### src/ace_pkg.sv
// ----------------------------------------------------------------------------
// ace_pkg: shared types and constants of the ARP cache engine
// Holds the command that is broadcast to the table cells, the link that
// travels from cell to cell, and the widths of the stream and config ports.
// ----------------------------------------------------------------------------
package ace_pkg;

  localparam int AceEntries = 16;

  localparam int InDataW  = 168;
  localparam int OutDataW = 136;
  localparam int OpcodeW  = 2;
  localparam int CfgIdxW  = 2;
  localparam int CfgDataW = 32;

  localparam int IpW  = 32;
  localparam int MacW = 48;
  localparam int ExpW = 17;

  typedef enum logic [1:0] {
    KindNone,
    KindLearn,
    KindLookup,
    KindSweep
  } kind_e;

  typedef struct packed {
    kind_e             kind;
    logic [IpW-1:0]    key_ip;
    logic [MacW-1:0]   mac;
    logic [ExpW-1:0]   expiry;
    logic [ExpW-1:0]   count;
  } cmd_t;

  typedef struct packed {
    logic            tok;
    logic            found;
    logic [MacW-1:0] mac;
  } link_t;

endpackage

### src/ace_cell.sv
// ----------------------------------------------------------------------------
// ace_cell: one entry of the ARP table
// Holds one entry and acts on the broadcast command when the token arrives
// from its left neighbor, then hands token and search state to the right.
// ----------------------------------------------------------------------------
module ace_cell import ace_pkg::*; (
  input  logic  clk_i,
  input  logic  rst_ni,
  input  cmd_t  cmd_i,
  input  link_t lnk_i,
  output link_t lnk_o
);

  logic            valid_q, valid_d;
  logic [IpW-1:0]  ip_q;
  logic [MacW-1:0] mac_q;
  logic [ExpW-1:0] exp_q;
  link_t           lnk_q, lnk_d;

  logic ip_eq, act, learn_hit, look_hit, drop;

  always_comb begin
    ip_eq     = (ip_q == cmd_i.key_ip);
    act       = lnk_i.tok && !lnk_i.found;
    learn_hit = act && (cmd_i.kind == KindLearn) && (!valid_q || ip_eq);
    look_hit  = act && (cmd_i.kind == KindLookup) && valid_q && ip_eq;
    drop      = lnk_i.tok && (cmd_i.kind == KindSweep) && valid_q &&
                (exp_q != '0) && (cmd_i.count > exp_q);

    lnk_d = lnk_i;
    if (learn_hit) begin
      lnk_d.found = 1'b1;
    end
    if (look_hit) begin
      lnk_d.found = 1'b1;
      lnk_d.mac   = mac_q;
    end

    valid_d = valid_q;
    if (learn_hit) begin
      valid_d = 1'b1;
    end else if (drop) begin
      valid_d = 1'b0;
    end
  end

  always_ff @(posedge clk_i or negedge rst_ni) begin
    if (!rst_ni) begin
      valid_q <= 1'b0;
      lnk_q   <= '0;
    end else begin
      valid_q <= valid_d;
      lnk_q   <= lnk_d;
    end
  end

  always_ff @(posedge clk_i) begin
    if (learn_hit) begin
      ip_q  <= cmd_i.key_ip;
      mac_q <= cmd_i.mac;
      exp_q <= cmd_i.expiry;
    end
  end

  assign lnk_o = lnk_q;

endmodule

### src/ace_ctrl.sv
// ----------------------------------------------------------------------------
// ace_ctrl: item decode, tick counter, config registers and result register
// Decodes each input word into a table command, starts the token down the
// cell chain and packs the search outcome into the output word.
// ----------------------------------------------------------------------------
module ace_ctrl import ace_pkg::*; (
  input  logic                clk_i,
  input  logic                rst_ni,
  input  logic                s_axis_tvalid,
  output logic                s_axis_tready,
  input  logic [InDataW-1:0]  s_axis_tdata,
  input  logic [OpcodeW-1:0]  s_axis_tuser,
  output logic                m_axis_tvalid,
  input  logic                m_axis_tready,
  output logic [OutDataW-1:0] m_axis_tdata,
  input  logic                cfg_we_i,
  input  logic [CfgIdxW-1:0]  cfg_idx_i,
  input  logic [CfgDataW-1:0] cfg_data_i,
  output cmd_t                cmd_o,
  output link_t               head_o,
  input  link_t               tail_i
);

  localparam logic [OpcodeW-1:0] OpPacket = 2'd0;
  localparam logic [OpcodeW-1:0] OpTick   = 2'd1;
  localparam logic [OpcodeW-1:0] OpLookup = 2'd2;

  localparam logic [15:0] ArpRequest = 16'd1;
  localparam logic [15:0] ArpReply   = 16'd2;

  localparam logic [CfgIdxW-1:0] RegLocalIp  = 2'd0;
  localparam logic [CfgIdxW-1:0] RegPeriod   = 2'd1;
  localparam logic [CfgIdxW-1:0] RegLifetime = 2'd2;

  typedef enum logic [1:0] {
    StIdle,
    StRun,
    StDone
  } state_e;

  state_e          state_q;
  logic [IpW-1:0]  local_ip_q;
  logic [15:0]     period_q;
  logic [15:0]     life_q;
  logic [15:0]     tick_q;
  cmd_t            cmd_q;
  link_t           head_q;
  logic            rsend_q;
  logic [IpW-1:0]  rip_q;
  logic [MacW-1:0] rmac_q;
  logic            hfound_q;
  logic [MacW-1:0] hmac_q;
  logic            m_valid_q;
  logic [OutDataW-1:0] m_data_q;

  logic            frame_short;
  logic [15:0]     arp_op;
  logic [IpW-1:0]  sender_ip;
  logic [MacW-1:0] sender_mac;
  logic [IpW-1:0]  target_ip;
  logic [IpW-1:0]  lookup_ip;

  logic            accept, pkt_ok, is_req, is_rep, reply_d, learn_d, sweep_d;
  logic [ExpW-1:0] cnt_inc;
  cmd_t            cmd_d;
  logic            out_free, learned, hit, m_valid_d;
  logic [OutDataW-1:0] out_word;

  assign frame_short = s_axis_tdata[0];
  assign arp_op      = s_axis_tdata[16:1];
  assign sender_ip   = s_axis_tdata[48:17];
  assign sender_mac  = s_axis_tdata[96:49];
  assign target_ip   = s_axis_tdata[128:97];
  assign lookup_ip   = s_axis_tdata[160:129];

  always_comb begin
    accept  = s_axis_tvalid && (state_q == StIdle);
    pkt_ok  = (s_axis_tuser == OpPacket) && !frame_short;
    is_req  = (arp_op == ArpRequest);
    is_rep  = (arp_op == ArpReply);
    reply_d = pkt_ok && is_req && (target_ip == local_ip_q);
    learn_d = pkt_ok && (is_req || is_rep) && (sender_ip != '0);
    cnt_inc = {1'b0, tick_q} + 17'd1;
    sweep_d = (s_axis_tuser == OpTick) && (cnt_inc >= {1'b0, period_q});

    cmd_d.kind = KindNone;
    if (learn_d) begin
      cmd_d.kind = KindLearn;
    end else if (s_axis_tuser == OpLookup) begin
      cmd_d.kind = KindLookup;
    end else if (sweep_d) begin
      cmd_d.kind = KindSweep;
    end
    cmd_d.key_ip = (s_axis_tuser == OpLookup) ? lookup_ip : sender_ip;
    cmd_d.mac    = sender_mac;
    cmd_d.expiry = {1'b0, tick_q} + {1'b0, life_q};
    cmd_d.count  = cnt_inc;

    out_free  = !m_valid_q || m_axis_tready;
    m_valid_d = ((state_q == StDone) && out_free) || (m_valid_q && !m_axis_tready);
    learned   = (cmd_q.kind == KindLearn) && hfound_q;
    hit       = (cmd_q.kind == KindLookup) && hfound_q;
    out_word  = {5'd0, (hit ? hmac_q : {MacW{1'b0}}), hit, learned, rmac_q, rip_q, rsend_q};
  end

  always_ff @(posedge clk_i or negedge rst_ni) begin
    if (!rst_ni) begin
      state_q    <= StIdle;
      local_ip_q <= 32'd2130706433;
      period_q   <= 16'd1000;
      life_q     <= 16'd300;
      tick_q     <= '0;
      cmd_q      <= '0;
      head_q     <= '0;
      rsend_q    <= 1'b0;
      rip_q      <= '0;
      rmac_q     <= '0;
      hfound_q   <= 1'b0;
      hmac_q     <= '0;
      m_valid_q  <= 1'b0;
      m_data_q   <= '0;
    end else begin
      head_q    <= '{tok: accept, found: 1'b0, mac: '0};
      m_valid_q <= m_valid_d;

      if (cfg_we_i) begin
        case (cfg_idx_i)
          RegLocalIp:  local_ip_q <= cfg_data_i;
          RegPeriod:   period_q   <= cfg_data_i[15:0];
          RegLifetime: life_q     <= cfg_data_i[15:0];
          default:     ;
        endcase
      end

      case (state_q)
        StIdle: begin
          if (accept) begin
            cmd_q   <= cmd_d;
            rsend_q <= reply_d;
            rip_q   <= reply_d ? sender_ip : '0;
            rmac_q  <= reply_d ? sender_mac : '0;
            if (s_axis_tuser == OpTick) begin
              tick_q <= sweep_d ? 16'd0 : cnt_inc[15:0];
            end
            state_q <= StRun;
          end
        end
        StRun: begin
          if (tail_i.tok) begin
            hfound_q <= tail_i.found;
            hmac_q   <= tail_i.mac;
            state_q  <= StDone;
          end
        end
        StDone: begin
          if (out_free) begin
            m_data_q <= out_word;
            state_q  <= StIdle;
          end
        end
        default: state_q <= StIdle;
      endcase
    end
  end

  assign s_axis_tready = (state_q == StIdle);
  assign m_axis_tvalid = m_valid_q;
  assign m_axis_tdata  = m_data_q;
  assign cmd_o         = cmd_q;
  assign head_o        = head_q;

endmodule

### src/arp_cache_engine_unit.sv
// ----------------------------------------------------------------------------
// arp_cache_engine_unit: ARP cache with aging, top level
// An accepted word sends the token from the head register through every cell register in turn;
// the token walks one cell per cycle, Run captures the chain end and Done writes the output register.
// The next word is taken only after Done, while a finished result may still wait on the output.
// Reset: table empty, tick count zero, config registers at their defaults.
// No clearing pass after reset; the block is ready in the first cycle.
// ----------------------------------------------------------------------------
module arp_cache_engine_unit import ace_pkg::*; #(
  parameter int ENTRIES = AceEntries
) (
  input  logic                clk_i,
  input  logic                rst_ni,
  input  logic                s_axis_tvalid,
  output logic                s_axis_tready,
  // frame_short, arp_op, sender_ip, sender_mac, target_ip, lookup_ip, zero pad
  input  logic [InDataW-1:0]  s_axis_tdata,
  // opcode
  input  logic [OpcodeW-1:0]  s_axis_tuser,
  output logic                m_axis_tvalid,
  input  logic                m_axis_tready,
  // reply_send, reply_ip, reply_mac, learned, lookup_hit, lookup_mac, zero pad
  output logic [OutDataW-1:0] m_axis_tdata,
  input  logic                cfg_we_i,
  input  logic [CfgIdxW-1:0]  cfg_idx_i,
  input  logic [CfgDataW-1:0] cfg_data_i
);

  cmd_t               cmd;
  link_t              lnk [ENTRIES+1];
  logic [ENTRIES-1:0] tok_vec;

  ace_ctrl u_ctrl (
    .clk_i         (clk_i),
    .rst_ni        (rst_ni),
    .s_axis_tvalid (s_axis_tvalid),
    .s_axis_tready (s_axis_tready),
    .s_axis_tdata  (s_axis_tdata),
    .s_axis_tuser  (s_axis_tuser),
    .m_axis_tvalid (m_axis_tvalid),
    .m_axis_tready (m_axis_tready),
    .m_axis_tdata  (m_axis_tdata),
    .cfg_we_i      (cfg_we_i),
    .cfg_idx_i     (cfg_idx_i),
    .cfg_data_i    (cfg_data_i),
    .cmd_o         (cmd),
    .head_o        (lnk[0]),
    .tail_i        (lnk[ENTRIES])
  );

  for (genvar g = 0; g < ENTRIES; g++) begin : g_cell
    ace_cell u_cell (
      .clk_i  (clk_i),
      .rst_ni (rst_ni),
      .cmd_i  (cmd),
      .lnk_i  (lnk[g]),
      .lnk_o  (lnk[g+1])
    );
    assign tok_vec[g] = lnk[g+1].tok;
  end

  a_one_token: assert property (@(posedge clk_i) disable iff (!rst_ni)
    $onehot0(tok_vec))
    else $error("more than one token in the cell chain");

  a_one_item: assert property (@(posedge clk_i) disable iff (!rst_ni)
    s_axis_tvalid && s_axis_tready |=> !s_axis_tready)
    else $error("input taken while a word is in progress");

  a_tail_busy: assert property (@(posedge clk_i) disable iff (!rst_ni)
    tok_vec[ENTRIES-1] |-> !s_axis_tready)
    else $error("token at chain end while the block is idle");

endmodule

### config.mk
export PLATFORM = sky130hd
export DESIGN_NAME = arp_cache_engine_unit
export DESIGN_NICKNAME = d
export VERILOG_FILES = /design/src/ace_pkg.sv /design/src/ace_cell.sv /design/src/ace_ctrl.sv /design/src/arp_cache_engine_unit.sv
export SDC_FILE = /design/constraint.sdc
export NUM_CORES = 2
export LEC_CHECK = 0
export BUFFER_PORTS_ARGS = -buffer_cell sky130_fd_sc_hd__buf_2
export CAP_MARGIN = 20
export CELL_PAD_IN_SITES_DETAIL_PLACEMENT = 0
export CELL_PAD_IN_SITES_GLOBAL_PLACEMENT = 1
export CORE_MARGIN = 1
export CORE_UTILIZATION = 45
export DETAILED_ROUTE_END_ITERATION = 10
export PLACE_DENSITY = 0.73
export RECOVER_POWER = 25
export SLEW_MARGIN = 10
export SYNTH_ARGS = -nofsm -noshare
export SYNTH_HDL_FRONTEND = slang
export SYNTH_SLANG_ARGS = --single-unit
### constraint.sdc
create_clock -name clk_i -period 9.8 [get_ports clk_i]
set_input_delay 0 -clock clk_i [delete_from_list [all_inputs] [get_ports clk_i]]
set_output_delay 0 -clock clk_i [all_outputs]
set_load 0.005 [all_outputs]
==> metrics list <==
- The worst setup path is launched from a primary input.
- In the post-synthesis netlist, the biggest area contributors are sky130_fd_sc_hd__edfxtp_1, sky130_fd_sc_hd__dfrtp_1, sky130_fd_sc_hd__mux2_2, sky130_fd_sc_hd__xnor2_1, sky130_fd_sc_hd__ha_1.
* Residual antenna-violating net count after detailed routing: 0
* Hold Slack: between 70 and 80 ps
* Detailed placer's ending HPWL: 159 mm
- Sequential element share of the synthesized area: a little over 70%
- Die extent in y: 496 um
- The checks that failed: max-capacitance violations, max-slew violations.
- Syn avg cell area: between 15 and 20 sq um
- For this run the aggregate overflow at the end of global routing stands at 0.
- Global-route wire length before repair: about 400 mm
* Top cells by instance count after synthesis: sky130_fd_sc_hd__edfxtp_1, sky130_fd_sc_hd__dfrtp_1, sky130_fd_sc_hd__mux2_2
- Routability-driven placement finished with a final weighted congestion of ~0.91.
* Post-route worst setup slack: between 3000 and 4000 ps
* Number of antenna violations at the first check in global routing: 21
- Actual transition at the worst max-transition pin: 5800 ps
- In the finished design, the share of the clock period the worst path needs comes to between 60% and 70%.
- Die area: around 0.25 sq mm
- Total number of vias: ~60000
- Yosys warns: 0
* Number of port buffers: roughly 330
- The run finished, with violations left.
- Reported leakage power: 54.2 nW
* IR Drop Worst-Case VDD: 0.272 mV
* Worst r2r path cells: 8
- Number of ports placed on the die boundary: between 300 and 400
- Combinational family with the most area after synthesis: multiplexers
- H-tree lvl count: 5
- Number of flops mapped to enable cells by yosys: between 1500 and 2000
- Overall power consumption after layout is estimated at ~30 mW.
- Across the run, the number of max-cap violations was 27.
- Post-Synth XOR/XNOR Area: 4.57%
* Synth Flop Type: sky130_fd_sc_hd__edfxtp_1
- The critical path is of the in2async type.
* Asr flop ratio synth: between 40% and 50%
- Total setup violations reported at the end of the flow: 0
- Clock tree sinks: between 2000 and 3000
- The total count of max-transition violations in the final report came to 861.
- Endpoint kind of the worst setup timing path: async pin
- Area leader, netlist: sky130_fd_sc_hd__edfxtp_1
- TritonCTS clock tree: done
* Final count of hold timing violations: 0
- OpenSTA, run right after detailed placement, puts the worst setup slack at between 4000 and 5000 ps.
- Setup repair after global routing left no endpoint under its margin.
- After clock tree synthesis, the flow added hold-fix buffers numbering 320.
- Largest buffer count on any clock path: 4
* Final routed DRC violation total: 0
- Once the clock tree was built, the resizer swapped 0 gates to a different size.
- Routed wire length per instance: 24.4 um
* Starting utilization of the core area: a little under half
- Crit path max fanout: 98
- For the final routed database, the setup TNS stands at 0 ps.
- Number of global-route vias before repair: just over 60000
* Post-route core utilization: 53.1%
- For this block, the initial DRC count from the detailed router was between 4000 and 5000.
- The synthesized netlist contains 69 unique library cells.
- The top cell type by area accounts for a little over two fifths of the synthesized area.
* Floorplan core area: 0.241 sq mm
* Multiplexer share of the synthesized area: around a tenth
* Std cell rows: 180
- Power per cell area: 233 mW/mm^2
- The number of setup buffers added after CTS is 0.
- Synthesis inferred 2829 register bits.
- sky130_fd_sc_hd__edfxtp_1 is the most common cell in the netlist.
- The first TritonRoute pass finished after 7 iterations.
- Period minus WS final: roughly 6300 ps
- From synthesis to final layout, the design area changed by 16.9%.
- Total Nets Final: 8210
* Routed Wire Length: 272 mm
* Compound-gate portion of the synthesized area: ~2.6%
- Post-Synth Simple-Gate Area: roughly 5.5%
* Largest net degree at the start of global routing: 165
- Hold Path Class: in2reg
- The die is around 500 um wide.
- Global routing used between 20% and 30% of the available tracks.
- Synthesized-area fraction occupied by adder cells: under 10%
- STA puts the critical path data required time at approximately 9400 ps.
- Counting every instance in the synthesized netlist gives 6832.
* Number of cells on the worst hold path: 4
- CTS Root Cell: sky130_fd_sc_hd__clkbuf_16
* Arrival time worst endpoint: 5930 ps
* Clock transition time at the flip-flop clock pins of the worst setup and hold paths: approximately 60 ps
- Headroom to the max-slew limit: -287%
* Clk_lat worst skew: around 950 ps
* Number of vias per cell after detailed routing: approximately 5.4
- Cells with a size suffix above 1 make up a little under a quarter of the layout.
- Static timing analysis puts the maximum clock frequency at about 0.16 GHz.
- Worst clock skew on the final layout: 83.2 ps
- The mapped netlist covers between 0.1 and 0.15 sq mm.
- TritonCTS Buffers: 308
==> power by group <==
part	internal, mW	total (mW)	switching [mW]
sequential	13.9	14.8	0.894
combinational	1.36	3.85	2.48
clock	6.60	11.1	4.51
==> cell families (layout without fill, tap and decap cells) <==
family          after synthesis  after routing
other cells                   1             17
mux                         947            947
buf+inv                     553           1641
xor+xnor                    572            572
flops                      2829           2829
fa+ha+maj                   306            306
compound gates              439            439
simple gates               1185           1185
==> registers in the layout, summed over array words and instances, names as in the netlist, 32 cells and up <==
signal and flops:
g_cell.u_cell.exp_q 272, g_cell.u_cell.ip_q 512, g_cell.u_cell.lnk_o 800, g_cell.u_cell.mac_q 768
u_ctrl.cmd_o 116, u_ctrl.hmac_q 48, u_ctrl.local_ip_q 32, u_ctrl.m_axis_tdata 131
u_ctrl.rip_q 32, u_ctrl.rmac_q 48
==> final cells by class <==
type	instances	area, sq um
diodes	12	30.0
clock buffers	418	8530
clock inverters	121	1130
fillers	19400	113000
inverters	305	1160
multi-input cells	3454	28700
flip-flops and latches	2829	78600
well taps	3185	3990
repair buffers	797	6000
==> path summary, 6_finish.rpt <==
kind / from / endpoint / slack (ps)
worst min-delay path: s_axis_tdata[49] / u_ctrl.cmd_o[34] / 70
worst min register to register: g_cell[13].u_cell.lnk_o[15] / g_cell[14].u_cell.lnk_o[15] / 430
min in group asynchronous: rst_ni / g_cell[10].u_cell.lnk_o[30] / 840
max in group clk_i: u_ctrl.cmd_o[99] / g_cell[6].u_cell.mac_q[0] / 3460
worst max-delay path: rst_ni / g_cell[12].u_cell.lnk_o[15] / 3460
worst max register to register: u_ctrl.cmd_o[99] / g_cell[6].u_cell.mac_q[0] / 3460
==> layer usage <==
| layer | global-route usage [%] | share of wire (%) | vias up |
|---|---|---|---|
| met3 | 3.52 | 5.0 | 566 |
| li1 | - | - | 26400 |
| met1 | 28.9 | 42 | 31300 |
| met2 | 38.0 | 50 | 1685 |
| met4 | 8.18 | 3.7 | 2 |
| met5 | 0 | 0.0048 | - |
==> critical path, stage by stage <==
cell and delay, ps:
sky130_fd_sc_hd__dlygate4sd3_1 520, sky130_fd_sc_hd__dlygate4sd3_1 550, sky130_fd_sc_hd__clkbuf_1 650, sky130_fd_sc_hd__clkbuf_1 4080
==> stage by stage <==
step	instance area [sq um]	instances
after CTS	128000	11100
after global routing	128000	11100
final	128000	11100
after floorplan	110000	6836
after global placement	115000	10200
after detailed placement	115000	10200
==> cells in the final DEF (no fill, tap or decap), types with 32 or more instances in the layout <==
cell,count
sky130_fd_sc_hd__nor4_1,116
sky130_fd_sc_hd__nand3_1,101
sky130_fd_sc_hd__inv_1,302
sky130_fd_sc_hd__xor2_1,45
sky130_fd_sc_hd__ha_1,305
sky130_fd_sc_hd__clkbuf_16,312
sky130_fd_sc_hd__dlygate4sd3_1,319
sky130_fd_sc_hd__o21ai_0,84
sky130_fd_sc_hd__nor2b_1,45
sky130_fd_sc_hd__clkbuf_1,114
sky130_fd_sc_hd__dfrtp_1,1259
sky130_fd_sc_hd__mux2i_1,32
sky130_fd_sc_hd__buf_4,93
sky130_fd_sc_hd__clkinv_2,54
sky130_fd_sc_hd__nand2_1,448
sky130_fd_sc_hd__nand4_1,200
sky130_fd_sc_hd__a22o_1,50
sky130_fd_sc_hd__buf_2,332
sky130_fd_sc_hd__mux2_2,915
sky130_fd_sc_hd__a21o_1,65
sky130_fd_sc_hd__clkinv_1,32
sky130_fd_sc_hd__nor2_1,98
sky130_fd_sc_hd__a21oi_1,128
sky130_fd_sc_hd__xnor2_1,527
sky130_fd_sc_hd__and2_1,49
sky130_fd_sc_hd__clkbuf_8,32
sky130_fd_sc_hd__edfxtp_1,1552
No activity file was read; power rests on OpenSTA's default activity.
